[config.mk]
export PLATFORM = sky130hd
export DESIGN_NAME = markup_tag_tokenizer
export DESIGN_NICKNAME = d
export VERILOG_FILES = /design/src/sv/mtt_pkg.sv /design/src/sv/mtt_front.sv /design/src/sv/mtt_queue.sv /design/src/sv/mtt_back.sv /design/src/sv/markup_tag_tokenizer.sv
export SDC_FILE = /design/constraint.sdc
export NUM_CORES = 1
export LEC_CHECK = 0
export BUFFER_PORTS_ARGS = -buffer_cell sky130_fd_sc_hd__buf_2
export CAP_MARGIN = 20
export CORE_UTILIZATION = 61
export CTS_CLUSTER_SIZE = 28
export DETAILED_ROUTE_END_ITERATION = 6
export PLACE_DENSITY = 0.87
export REMOVE_ABC_BUFFERS = 1
export SLEW_MARGIN = 10
export SYNTH_ARGS = -nofsm -noshare
export SYNTH_HDL_FRONTEND = slang
export SYNTH_SLANG_ARGS = --single-unit
[constraint.sdc]
create_clock -name clk -period 5.7 [get_ports clk]
set_clock_uncertainty 0.15 [all_clocks]
set_input_delay 0.855 -clock clk [delete_from_list [all_inputs] [get_ports clk]]
set_output_delay 0.855 -clock clk [all_outputs]
set_load 0.01 [all_outputs]
[src/sv/mtt_pkg.sv]
// shared types, character codes and helpers for the markup tag tokenizer
`default_nettype none

package mtt_pkg;

  // parse phases, one-hot
  typedef enum logic [15:0] {
    PH_PROLOG_OK   = 16'h0001,
    PH_PI_SKIP     = 16'h0002,
    PH_IN_PI       = 16'h0004,
    PH_PI_END_SKIP = 16'h0008,
    PH_OPEN        = 16'h0010,
    PH_START_NAME  = 16'h0020,
    PH_PI_QUOTE    = 16'h0040,
    PH_ATTR_CLOSE  = 16'h0080,
    PH_EMPTY_SKIP  = 16'h0100,
    PH_EQUALS      = 16'h0200,
    PH_VALUE_OPEN  = 16'h0400,
    PH_IN_VALUE    = 16'h0800,
    PH_END_SKIP    = 16'h1000,
    PH_END_NAME    = 16'h2000,
    PH_END_CLOSE   = 16'h4000,
    PH_DONE        = 16'h8000
  } phase_t;

  // event codes
  localparam logic [3:0] EV_START_CHAR  = 4'd0;
  localparam logic [3:0] EV_ATTR_CHAR   = 4'd1;
  localparam logic [3:0] EV_VALUE_CHAR  = 4'd2;
  localparam logic [3:0] EV_END_CHAR    = 4'd3;
  localparam logic [3:0] EV_START_CLOSE = 4'd4;
  localparam logic [3:0] EV_EMPTY_CLOSE = 4'd5;
  localparam logic [3:0] EV_END_CLOSE   = 4'd6;
  localparam logic [3:0] EV_PROLOG      = 4'd7;
  localparam logic [3:0] EV_ERROR       = 4'd8;
  localparam logic [3:0] EV_DONE        = 4'd9;

  // error codes
  localparam logic [3:0] ERR_NONE        = 4'd0;
  localparam logic [3:0] ERR_OPENER      = 4'd1;
  localparam logic [3:0] ERR_START_NAME  = 4'd2;
  localparam logic [3:0] ERR_EQUALS      = 4'd3;
  localparam logic [3:0] ERR_VALUE       = 4'd4;
  localparam logic [3:0] ERR_START_CLOSE = 4'd5;
  localparam logic [3:0] ERR_END_NAME    = 4'd6;
  localparam logic [3:0] ERR_END_CLOSE   = 4'd7;
  localparam logic [3:0] ERR_EARLY_END   = 4'd8;

  // characters
  localparam logic [7:0] CH_NUL   = 8'h00;
  localparam logic [7:0] CH_LT    = 8'h3C;
  localparam logic [7:0] CH_SLASH = 8'h2F;
  localparam logic [7:0] CH_QMARK = 8'h3F;
  localparam logic [7:0] CH_GT    = 8'h3E;
  localparam logic [7:0] CH_EQ    = 8'h3D;
  localparam logic [7:0] CH_QUOTE = 8'h22;

  // result queue depth
  localparam int QDEPTH = 4;
  localparam int QPTR_W = $clog2(QDEPTH);

  typedef struct packed {
    logic [3:0] event_res;
    logic [7:0] char_out;
    logic       token_last;
    logic [3:0] error_code;
  } res_t;

  // results of one input transfer, at most two
  typedef struct packed {
    logic [1:0]      cnt;
    res_t [1:0]      res;
  } rec_t;

  function automatic logic is_letter(input logic [7:0] c);
    is_letter = (c >= 8'h41 && c <= 8'h5A) || (c >= 8'h61 && c <= 8'h7A);
  endfunction

  function automatic logic is_space(input logic [7:0] c);
    is_space = (c == 8'h20) || (c >= 8'h09 && c <= 8'h0D);
  endfunction

  function automatic res_t mk_res(input logic [3:0] ev, input logic [7:0] ch,
                                  input logic last, input logic [3:0] err);
    res_t r;
    r.event_res  = ev;
    r.char_out   = ch;
    r.token_last = last;
    r.error_code = err;
    mk_res = r;
  endfunction

endpackage

`default_nettype wire

[src/sv/mtt_front.sv]
// front part: takes bytes, keeps lookahead and parse phase, forms result records
`default_nettype none

module mtt_front (
  input  wire logic          clk,
  input  wire logic          rst,
  input  wire logic          take,
  input  wire logic [7:0]    in_byte,
  input  wire logic          stream_end,
  output mtt_pkg::rec_t      rec,
  output logic               rec_push
);

  mtt_pkg::phase_t phase;
  mtt_pkg::phase_t ph_mid;
  mtt_pkg::phase_t ph_final;
  logic [7:0]      held_byte;
  logic            held_valid;

  logic            end_item;
  logic [7:0]      nb;
  logic [7:0]      c;
  logic            tok_last;
  logic            sp;
  logic            emit0;
  logic            emit1;
  mtt_pkg::res_t   r0;
  mtt_pkg::res_t   r1;

  always_comb begin
    end_item = stream_end | (in_byte == mtt_pkg::CH_NUL);
    nb       = end_item ? mtt_pkg::CH_NUL : in_byte;
    c        = held_byte;
    tok_last = !mtt_pkg::is_letter(nb);
    sp       = mtt_pkg::is_space(c);
    ph_mid   = phase;
    emit0    = 1'b0;
    r0       = '0;

    // interpret the held byte now that its successor is known
    if (held_valid && phase != mtt_pkg::PH_DONE) begin
      case (phase)
        mtt_pkg::PH_PI_SKIP:     ph_mid = mtt_pkg::PH_IN_PI;
        mtt_pkg::PH_PI_END_SKIP: ph_mid = mtt_pkg::PH_OPEN;
        mtt_pkg::PH_EMPTY_SKIP:  ph_mid = mtt_pkg::PH_OPEN;
        mtt_pkg::PH_END_SKIP:    ph_mid = mtt_pkg::PH_END_NAME;
        mtt_pkg::PH_IN_PI: begin
          if (c == mtt_pkg::CH_QUOTE) begin
            ph_mid = mtt_pkg::PH_PI_QUOTE;
          end else if (c == mtt_pkg::CH_QMARK && nb == mtt_pkg::CH_GT) begin
            emit0  = 1'b1;
            r0     = mtt_pkg::mk_res(mtt_pkg::EV_PROLOG, '0, 1'b0, mtt_pkg::ERR_NONE);
            ph_mid = mtt_pkg::PH_PI_END_SKIP;
          end
        end
        mtt_pkg::PH_PI_QUOTE: begin
          if (c == mtt_pkg::CH_QUOTE) ph_mid = mtt_pkg::PH_IN_PI;
        end
        mtt_pkg::PH_IN_VALUE: begin
          if (c == mtt_pkg::CH_QUOTE) begin
            ph_mid = mtt_pkg::PH_ATTR_CLOSE;
          end else begin
            emit0 = 1'b1;
            r0    = mtt_pkg::mk_res(mtt_pkg::EV_VALUE_CHAR, c, nb == mtt_pkg::CH_QUOTE,
                                    mtt_pkg::ERR_NONE);
          end
        end
        mtt_pkg::PH_PROLOG_OK, mtt_pkg::PH_OPEN: begin
          if (!sp) begin
            if (c != mtt_pkg::CH_LT) begin
              emit0  = 1'b1;
              r0     = mtt_pkg::mk_res(mtt_pkg::EV_ERROR, '0, 1'b0, mtt_pkg::ERR_OPENER);
              ph_mid = mtt_pkg::PH_DONE;
            end else if (nb == mtt_pkg::CH_SLASH) begin
              ph_mid = mtt_pkg::PH_END_SKIP;
            end else if (nb == mtt_pkg::CH_QMARK) begin
              if (phase == mtt_pkg::PH_PROLOG_OK) begin
                ph_mid = mtt_pkg::PH_PI_SKIP;
              end else begin
                // only one prolog, and only before the first tag
                emit0  = 1'b1;
                r0     = mtt_pkg::mk_res(mtt_pkg::EV_ERROR, '0, 1'b0, mtt_pkg::ERR_OPENER);
                ph_mid = mtt_pkg::PH_DONE;
              end
            end else begin
              ph_mid = mtt_pkg::PH_START_NAME;
            end
          end
        end
        mtt_pkg::PH_START_NAME: begin
          if (!sp) begin
            emit0 = 1'b1;
            if (!mtt_pkg::is_letter(c)) begin
              r0     = mtt_pkg::mk_res(mtt_pkg::EV_ERROR, '0, 1'b0, mtt_pkg::ERR_START_NAME);
              ph_mid = mtt_pkg::PH_DONE;
            end else begin
              r0 = mtt_pkg::mk_res(mtt_pkg::EV_START_CHAR, c, tok_last, mtt_pkg::ERR_NONE);
              if (tok_last) ph_mid = mtt_pkg::PH_ATTR_CLOSE;
            end
          end
        end
        mtt_pkg::PH_ATTR_CLOSE: begin
          if (!sp) begin
            emit0 = 1'b1;
            if (mtt_pkg::is_letter(c)) begin
              r0 = mtt_pkg::mk_res(mtt_pkg::EV_ATTR_CHAR, c, tok_last, mtt_pkg::ERR_NONE);
              if (tok_last) ph_mid = mtt_pkg::PH_EQUALS;
            end else if (c == mtt_pkg::CH_GT) begin
              r0     = mtt_pkg::mk_res(mtt_pkg::EV_START_CLOSE, '0, 1'b0, mtt_pkg::ERR_NONE);
              ph_mid = mtt_pkg::PH_OPEN;
            end else if (c == mtt_pkg::CH_SLASH && nb == mtt_pkg::CH_GT) begin
              r0     = mtt_pkg::mk_res(mtt_pkg::EV_EMPTY_CLOSE, '0, 1'b0, mtt_pkg::ERR_NONE);
              ph_mid = mtt_pkg::PH_EMPTY_SKIP;
            end else begin
              r0     = mtt_pkg::mk_res(mtt_pkg::EV_ERROR, '0, 1'b0,
                                       mtt_pkg::ERR_START_CLOSE);
              ph_mid = mtt_pkg::PH_DONE;
            end
          end
        end
        mtt_pkg::PH_EQUALS: begin
          if (!sp) begin
            if (c == mtt_pkg::CH_EQ) begin
              ph_mid = mtt_pkg::PH_VALUE_OPEN;
            end else begin
              emit0  = 1'b1;
              r0     = mtt_pkg::mk_res(mtt_pkg::EV_ERROR, '0, 1'b0, mtt_pkg::ERR_EQUALS);
              ph_mid = mtt_pkg::PH_DONE;
            end
          end
        end
        mtt_pkg::PH_VALUE_OPEN: begin
          if (!sp) begin
            if (c == mtt_pkg::CH_QUOTE) begin
              ph_mid = mtt_pkg::PH_IN_VALUE;
            end else begin
              emit0  = 1'b1;
              r0     = mtt_pkg::mk_res(mtt_pkg::EV_ERROR, '0, 1'b0, mtt_pkg::ERR_VALUE);
              ph_mid = mtt_pkg::PH_DONE;
            end
          end
        end
        mtt_pkg::PH_END_NAME: begin
          if (!sp) begin
            emit0 = 1'b1;
            if (!mtt_pkg::is_letter(c)) begin
              r0     = mtt_pkg::mk_res(mtt_pkg::EV_ERROR, '0, 1'b0, mtt_pkg::ERR_END_NAME);
              ph_mid = mtt_pkg::PH_DONE;
            end else begin
              r0 = mtt_pkg::mk_res(mtt_pkg::EV_END_CHAR, c, tok_last, mtt_pkg::ERR_NONE);
              if (tok_last) ph_mid = mtt_pkg::PH_END_CLOSE;
            end
          end
        end
        mtt_pkg::PH_END_CLOSE: begin
          if (!sp) begin
            emit0 = 1'b1;
            if (c == mtt_pkg::CH_GT) begin
              r0     = mtt_pkg::mk_res(mtt_pkg::EV_END_CLOSE, '0, 1'b0, mtt_pkg::ERR_NONE);
              ph_mid = mtt_pkg::PH_OPEN;
            end else begin
              r0     = mtt_pkg::mk_res(mtt_pkg::EV_ERROR, '0, 1'b0, mtt_pkg::ERR_END_CLOSE);
              ph_mid = mtt_pkg::PH_DONE;
            end
          end
        end
        default: ph_mid = phase;
      endcase
    end

    // end of stream
    ph_final = ph_mid;
    emit1    = 1'b0;
    r1       = '0;
    if (end_item && ph_mid != mtt_pkg::PH_DONE) begin
      emit1    = 1'b1;
      ph_final = mtt_pkg::PH_DONE;
      if (ph_mid == mtt_pkg::PH_PROLOG_OK || ph_mid == mtt_pkg::PH_OPEN) begin
        r1 = mtt_pkg::mk_res(mtt_pkg::EV_DONE, '0, 1'b0, mtt_pkg::ERR_NONE);
      end else begin
        r1 = mtt_pkg::mk_res(mtt_pkg::EV_ERROR, '0, 1'b0, mtt_pkg::ERR_EARLY_END);
      end
    end

    // pack the record, results in order
    rec = '0;
    if (emit0) begin
      rec.res[0] = r0;
      rec.res[1] = r1;
      rec.cnt    = emit1 ? 2'd2 : 2'd1;
    end else if (emit1) begin
      rec.res[0] = r1;
      rec.cnt    = 2'd1;
    end
    rec_push = take && (emit0 || emit1);
  end

  always_ff @(posedge clk) begin
    if (rst) begin
      phase      <= mtt_pkg::PH_PROLOG_OK;
      held_valid <= 1'b0;
    end else if (take) begin
      phase      <= ph_final;
      held_valid <= !end_item && (ph_mid != mtt_pkg::PH_DONE);
    end
  end

  always_ff @(posedge clk) begin
    if (take) begin
      held_byte <= in_byte;
    end
  end

endmodule

`default_nettype wire

[src/sv/mtt_queue.sv]
// short record queue between front and back
`default_nettype none

module mtt_queue (
  input  wire logic           clk,
  input  wire logic           rst,
  input  wire logic           push,
  input  wire mtt_pkg::rec_t  push_rec,
  input  wire logic           pop,
  output mtt_pkg::rec_t       head,
  output logic                full,
  output logic                empty
);

  mtt_pkg::rec_t                  q [mtt_pkg::QDEPTH];
  logic [mtt_pkg::QPTR_W-1:0]     wr_ptr;
  logic [mtt_pkg::QPTR_W-1:0]     rd_ptr;
  logic [mtt_pkg::QPTR_W:0]       fill;

  assign full  = (fill == (mtt_pkg::QPTR_W+1)'(mtt_pkg::QDEPTH));
  assign empty = (fill == '0);
  assign head  = q[rd_ptr];

  always_ff @(posedge clk) begin
    if (rst) begin
      wr_ptr <= '0;
      rd_ptr <= '0;
      fill   <= '0;
    end else begin
      if (push) wr_ptr <= wr_ptr + 1'b1;
      if (pop)  rd_ptr <= rd_ptr + 1'b1;
      case ({push, pop})
        2'b10:   fill <= fill + 1'b1;
        2'b01:   fill <= fill - 1'b1;
        default: fill <= fill;
      endcase
    end
  end

  always_ff @(posedge clk) begin
    if (push) begin
      q[wr_ptr] <= push_rec;
    end
  end

endmodule

`default_nettype wire

[src/sv/mtt_back.sv]
// back part: unpacks records into single results behind an output register
`default_nettype none

module mtt_back (
  input  wire logic          clk,
  input  wire logic          rst,
  input  wire mtt_pkg::rec_t head,
  input  wire logic          empty,
  output logic               pop,
  output logic               out_valid,
  input  wire logic          out_ready,
  output logic [3:0]         event_res,
  output logic [7:0]         char_out,
  output logic               token_last,
  output logic [3:0]         error_code,
  output logic               run_last
);

  mtt_pkg::rec_t cur;
  logic          idx;
  mtt_pkg::res_t res;

  always_comb begin
    res        = cur.res[idx];
    event_res  = res.event_res;
    char_out   = res.char_out;
    token_last = res.token_last;
    error_code = res.error_code;
    run_last   = (cur.cnt == 2'd2) ? idx : 1'b1;
    pop        = !empty && (!out_valid || (out_ready && run_last));
  end

  always_ff @(posedge clk) begin
    if (rst) begin
      out_valid <= 1'b0;
      idx       <= 1'b0;
    end else if (pop) begin
      out_valid <= 1'b1;
      idx       <= 1'b0;
    end else if (out_valid && out_ready) begin
      if (run_last) begin
        out_valid <= 1'b0;
      end else begin
        idx <= 1'b1;
      end
    end
  end

  always_ff @(posedge clk) begin
    if (pop) begin
      cur <= head;
    end
  end

endmodule

`default_nettype wire

[src/sv/markup_tag_tokenizer.sv]
// markup tag tokenizer: one byte per cycle, results through a queue and output register
// throughput: one byte per cycle unless stalled; results one per cycle while out_ready
// a byte's results depend on its successor, so they are formed when the next byte
// (or end of stream) is taken, enter the queue at that transfer and pass from there
// into the output register once it is free
// input stalls only when the four-record queue is full
// reset (rst, synchronous) returns to prolog-allowed, drops lookahead and pending results
`default_nettype none

module markup_tag_tokenizer (
  input  wire logic        clk,
  input  wire logic        rst,
  input  wire logic        in_valid,
  output logic             in_ready,
  input  wire logic [7:0]  in_byte,
  input  wire logic        stream_end,
  output logic             out_valid,
  input  wire logic        out_ready,
  output logic [3:0]       event_res,
  output logic [7:0]       char_out,
  output logic             token_last,
  output logic [3:0]       error_code,
  output logic             run_last
);

  // front to queue
  mtt_pkg::rec_t rec;
  logic          rec_push;
  logic          take;

  // queue to back
  mtt_pkg::rec_t head;
  logic          q_full;
  logic          q_empty;
  logic          q_pop;

  // take a byte whenever a record slot is free; bytes giving no result still flow
  assign in_ready = !q_full;
  assign take     = in_valid && in_ready;

  // lookahead, parse phase and result classification
  mtt_front u_front (
    .clk        (clk),
    .rst        (rst),
    .take       (take),
    .in_byte    (in_byte),
    .stream_end (stream_end),
    .rec        (rec),
    .rec_push   (rec_push)
  );

  // decouples the parser from output stalls
  mtt_queue u_queue (
    .clk      (clk),
    .rst      (rst),
    .push     (rec_push),
    .push_rec (rec),
    .pop      (q_pop),
    .head     (head),
    .full     (q_full),
    .empty    (q_empty)
  );

  // one result per output transfer, run_last on the final one of a record
  mtt_back u_back (
    .clk        (clk),
    .rst        (rst),
    .head       (head),
    .empty      (q_empty),
    .pop        (q_pop),
    .out_valid  (out_valid),
    .out_ready  (out_ready),
    .event_res  (event_res),
    .char_out   (char_out),
    .token_last (token_last),
    .error_code (error_code),
    .run_last   (run_last)
  );

endmodule

`default_nettype wire
---- Yosys cells after proc, flatten, opt, wreduce, memory -nomap -nowiden ----
Memories as Yosys holds them, arrays and structs flattened. A register that Yosys moved wholly into a read port is not among the register bits.
Cells that the tools add are included.
storage, ports and cells
  register bits ........................... 34
  memory bits (writable) .................. 144
  input port bits ......................... 13
  output and inout port bits .............. 20
  word-level logic and storage cells ...... 183
  memories ................................ 1
memories
  name       depth  bits a word  rd ports  clocked after memory_dff  write ports  RTL line         text
  u_queue.q  4      36           1         1                         1            mtt_queue.sv:15  mtt_pkg::rec_t q [mtt_pkg::QDEPTH];
cells by class
  add/subtract/negate cells ............... 4
  magnitude comparators ................... 11
  equal/unequal tests ..................... 34
  muxes and demuxes ....................... 86
  bitwise gates (word level) .............. 2
  reduce and logical (&&, ||, !) cells .... 37
operators by type and width
  kind                    count
  $mux W16                29
  $mux W17                27
  $pmux W16 S13           1
  $pmux W17 S9            1
  $eq A8 B6 Y1 const B    10
  $eq A16 B1 Y1 const B   2
  $eq A16 B5 Y1 const B   2
  $ge A8 B7 Y1 const B    4
  $le A8 B7 Y1 const B    4
  $ne A16 B16 Y1 const B  2
  $mux W1                 21
  $eq A16 B10 Y1 const B  1
  $eq A16 B11 Y1 const B  1
  $eq A16 B12 Y1 const B  1
  $eq A16 B13 Y1 const B  1
  $eq A16 B14 Y1 const B  1
  $eq A16 B15 Y1 const B  1
  $eq A16 B2 Y1 const B   1
  $eq A16 B3 Y1 const B   1
  $eq A16 B4 Y1 const B   1
  $eq A16 B6 Y1 const B   1
  $eq A16 B7 Y1 const B   1
  $eq A16 B8 Y1 const B   1
  $eq A16 B9 Y1 const B   1
  other kinds (27)        58

---- Logic depth before layout (Yosys ltp) ----
  word-level depth ........................ 18
  gate-level depth with buffers ........... 22
  gate-level depth less buffers ........... 18

---- By module ----
A second synthesis with hierarchy kept.
unflattened totals
  cells, all modules ...................... 689
  area total of the unflattened synthesis .. 9899.5 µm²
by module, submodules not included
  module                instances  cells an instance  area an instance (µm²)
  mtt_queue             1          235                5683.0
  mtt_front             1          385                2807.7
  mtt_back              1          67                 1398.8
  markup_tag_tokenizer  1          2                  10.0

---- Worst setup path after synthesis ----
OpenSTA, ideal clock, no wires.
  kind .................................... register to register
  start ................................... register u_front.phase[15]
  end ..................................... register u_queue.fill[2] (netlist bit)
  library setup time ...................... 0.070 ns
  data arrival time ....................... 4.881 ns
  data required time ...................... 5.480 ns
  path slack .............................. 0.598 ns
  cell stages (with the launch flop) ...... 21
  period minus slack after synthesis ...... 5.102 ns
  cells stage by stage .................... dfxtp_1 buf_6 or4_4 or4_1 a21oi_2 nor4_2 a21oi_1 mux2_2 nor4b_1 nand4_1 o21ai_2 buf_6 ha_1 nor2_1 inv_1 ha_1 inv_1 fa_1 xor2_1 or3_1 a21oi_1
on the way
  word-level cells in the longest chain between the ends .. 15
RTL lines
  item                                               RTL line                          text
  start, declared                                    mtt_front.sv:14                   mtt_pkg::phase_t phase;
  start signal, assigned                             mtt_front.sv:200                  phase <= mtt_pkg::PH_PROLOG_OK;
  start signal, assigned                             mtt_front.sv:203                  phase <= ph_final;
  $eq A16 B1 Y1                                      mtt_front.sv:42, mtt_front.sv:77
  $mux W16                                           mtt_front.sv:77                   if (phase == mtt_pkg::PH_PROLOG_OK) begin
  $mux W16                                           mtt_front.sv:76                   end else if (nb == mtt_pkg::CH_QMARK) begin
  $mux W16                                           mtt_front.sv:74                   end else if (nb == mtt_pkg::CH_SLASH) begin
  $mux W16                                           mtt_front.sv:70                   if (c != mtt_pkg::CH_LT) begin
  $mux W16                                           mtt_front.sv:69                   if (!sp) begin
  $pmux W16 S13                                      mtt_front.sv:42                   case (phase)
  $mux W16                                           mtt_front.sv:41                   if (held_valid && phase != mtt_pkg::PH_DONE) begin
  $ne A16 B16 Y1                                     mtt_front.sv:175                  if (end_item && ph_mid != mtt_pkg::PH_DONE) begin
  $logic_and A1 B1 Y1                                mtt_front.sv:175
  $mux W1                                            mtt_front.sv:175
  $logic_or A1 B1 Y1 (*)                             mtt_front.sv:195                  rec_push = take && (emit0 || emit1);
  $logic_and A1 B1 Y1 (*)                            mtt_front.sv:195
  $eq A2 B1 Y1 or $eq A2 B2 Y1 (tied branches)       mtt_queue.sv:32                   case ({push, pop})
  $pmux W3 S2 or $reduce_bool A2 Y1 (tied branches)  n/a
  end signal, assigned                               mtt_queue.sv:33                   2'b10: fill <= fill + 1'b1;
  end signal, assigned                               mtt_queue.sv:34                   2'b01: fill <= fill - 1'b1;
  end signal, assigned                               mtt_queue.sv:35                   default: fill <= fill;
  end, declared                                      mtt_queue.sv:18                   logic [mtt_pkg::QPTR_W:0] fill;
Every way passes the cells marked *; elsewhere a longest branch is shown, timed or not.
A chain may end at the register's enable or synchronous reset.

---- Worst setup path in the final report ----
Same ends and word-level chain as after synthesis.

==> impl_results.md <==
* Post-synthesis register bit count at 139
* Die area at 11800 um2
* Syn. warnings at 0
* Clk sinks at 139
* Placed cells at 755
* Post-synth EDFFs at 113
* Post-synthesis sequential area ratio at 56.4%
* Htree depth at 4
* CP Buf/Inv Count at 2
* Initial antenna violation count at 0
* Setup TNS at 0 ns
* Port Buffers at 32
* Fin crit share at 96.3%
* Worst min-delay path class: flop to flop
* Hpwl dp at 13300 um
* Largest net degree at the start of global routing at 25
* First-pass DRT Iterations at 7
* Routed wire per std cell at 26.0 um
* Critical Path Fanout Max at 9
* WL final at 20600 um
* Post-synth top area cell: edfxtp_1
* Worst path cell trace: or4_4, or4_1, a21oi_2, nor4_2, a21o_1, o32a_1, a2111oi_2, nand4_1, o21ai_2, ha_1, nor2_1, inv_1, ha_1, inv_1, fa_1, xor2_1, or3_1, a21oi_1
* Vias/cell at 7.03
* Final setup violation count at 0
* Distinct cell type count after synthesis at 66
* Synth Instances at 595
* Max-cap viol count at 0
* Required time worst endpoint at 5.89 ns
* Remaining DRCs at 5
* Number of CTS-inserted buffers at 17
* Area contributors post-synth: edfxtp_1 (49%), dfxtp_1 (7.5%), mux4_2 (6.8%)
* Initial DRC Count at 929
* Post-Synthesis Cell Area at 6950 um2
* Final hold vios at 0
* Period minus WS final at 5.49 ns
* Crit. End Element: flop
* Slowest CP cell: or4_4
* Final net count at 661
* FFs w/ async S/R, synth at 0%
* TritonCTS clock tree: done
* Starting Density at 63.2%
* Root buffer cell: clkbuf_16
* Ys flop type: edfxtp_1
* Clk slew on worst S/H paths at 0.06 ns
* Crit path DAT at 5.68 ns
* Delay-heaviest family, CP: simple AND/OR/NAND/NOR gates
* Final antenna-violating net count at 0
* Pins Over Slew Limit at 0
* Finished Layout Cells at 793
* Vias in the first global route at 5341
* Die H at 109 um
* Fillers at 703
* FP Rows at 38
* First-pass GRT wire length at 31100 um
* Most common cell after layout, fill and taps aside: edfxtp_1
* Final GP Congestion at 1.01
* Clk buf depth at 2
* Gr ovfl total at 0
* Slowest cell delay on critical path at 0.63 ns
* Layout area overhead at 15.3%
* Share of cells above drive strength 1 at 20.5%
* Most frequent cells in the layout: edfxtp_1 (113), nand2_1 (53), nor2_1 (41)
* Diode count at 0
* RSZ-0062 raised after global routing: false
* VDD IR max at 0.469 mV
* Worst skew pair latency at 0.43 ns
* Max Clk Rate at 182 MHz
* IO Count at 33
* Slew HR at 26.8%
* Startpoint types: flop
* Mapped Avg Cell Area at 11.7 um2
* Status: finished with violations
* Area of the core at 11000 um2
* Static Leak at 2.77 nW
* Top cell type's share of synthesized area at 48.9%
* Die Wd at 109 um
* Setup Crit Path Kind: flop to flop
* Gr usage total at 36.8%
* Pwr/cell area at 419 nW/um2
* Via count at 5575
* Violations in the final reports: design-rule violations
* Hold buffer count at cts at 0
* Worst Tran Pin Value at 1.10 ns
[per-layer routing]
layer	wire length [um]	track usage, %	up-vias	part of all wire, %
met1	7520	45.3	2646	37
met3	2090	8.79	87	10
li1	-	-	2382	-
met2	9970	59.8	460	48
met4	1020	20.3	0	5.0
met5	0	0	-	0
[state kept, by name (all words and copies together), names as in the netlist]
name                count
u_back.out_valid        1
u_queue.wr_ptr          2
u_front.held_valid      1
u_queue.rd_ptr          2
u_queue.fill            3
u_back.idx              1
u_front.c               8
u_front.phase          16
u_back.cur             21
u_queue.q              84
[worst paths after layout]
check / to / slack, ns / cells past startpoint / start
max: u_queue.fill[2]$_SDFFE_PP0P_ / 0.21 / 18 / u_front.phase[15]$_SDFFE_PP0P_
min: u_queue.wr_ptr[1]$_SDFFE_PP0P_ / 0.36 / 2 / u_queue.wr_ptr[1]$_SDFFE_PP0P_
max reg2reg: u_queue.fill[2]$_SDFFE_PP0P_ / 0.21 / 18 / u_front.phase[15]$_SDFFE_PP0P_
min reg2reg: u_queue.wr_ptr[1]$_SDFFE_PP0P_ / 0.36 / 2 / u_queue.wr_ptr[1]$_SDFFE_PP0P_
[metrics by stage]
step	instance area (um2)	hold WS (ns)	utilization [%]	setup slack, ns	total power [W]
after floorplan	6800	0.310	-	0.0749	0.00182
after global placement	7300	0.329	66.5	0.322	0.00204
after detailed placement	7300	0.350	66.5	0.00798	0.00210
after CTS	7930	0.359	72.2	0.181	0.00334
after global routing	8010	0.381	72.9	0.00184	0.00346
final	8010	0.357	72.9	0.213	0.00335
[synthesized netlist by cell type (all sizes together) (6+ instances only)]
| master | instances |
|---|---|
| a21oi | 39 |
| a22oi | 6 |
| a31oi | 7 |
| and2 | 18 |
| and3 | 7 |
| buf | 8 |
| clkbuf | 25 |
| dfxtp | 26 |
| edfxtp | 113 |
| ha | 7 |
| inv | 13 |
| mux4 | 21 |
| nand2 | 53 |
| nand2b | 7 |
| nand3 | 19 |
| nand3b | 6 |
| nand4 | 14 |
| nor2 | 41 |
| nor2b | 20 |
| nor3 | 14 |
| nor4 | 12 |
| nor4b | 10 |
| o21ai | 31 |
| xnor2 | 6 |
[worst reg2reg max path, delay by kind of cell, from the launching register on]
family,cells,cell delay [ns]
compound gates,6,1.59
buf+inv,2,0.25
fa+ha+maj,3,0.87
xor+xnor,1,0.18
simple gates,6,1.96
flops,1,0.40
[repair_timing]
item	4_1_cts	5_1_grt
endpoints found under the setup margin	0	1
buffers inserted	0	4
resized for setup	0	4
[where the power goes]
| group | switching [W] | internal [W] |
|---|---|---|
| combinational | 0.000452 | 0.000293 |
| sequential | 0.000114 | 0.00129 |
| clock | 0.000429 | 0.000772 |
[cells by family after synthesis]
kind of cell    synth area share, %
compound gates                 11.6
mux                            7.62
simple gates                   18.9
fa+ha+maj                      1.55
buf+inv                        2.74
flops                          56.4
xor+xnor                       1.26
[cell type report]
| class | count | area, um2 | share of cell area [%] |
|---|---|---|---|
| well taps | 140 | 175 | 2.19 |
| repair buffers | 59 | 378 | 4.72 |
| flip-flops and latches | 139 | 3920 | 48.9 |
| multi-input cells | 410 | 2860 | 35.7 |
| inverters | 13 | 48.8 | 0.609 |
| clock buffers | 19 | 433 | 5.41 |
| clock inverters | 13 | 199 | 2.48 |
(Power assumes the default switching activity.)
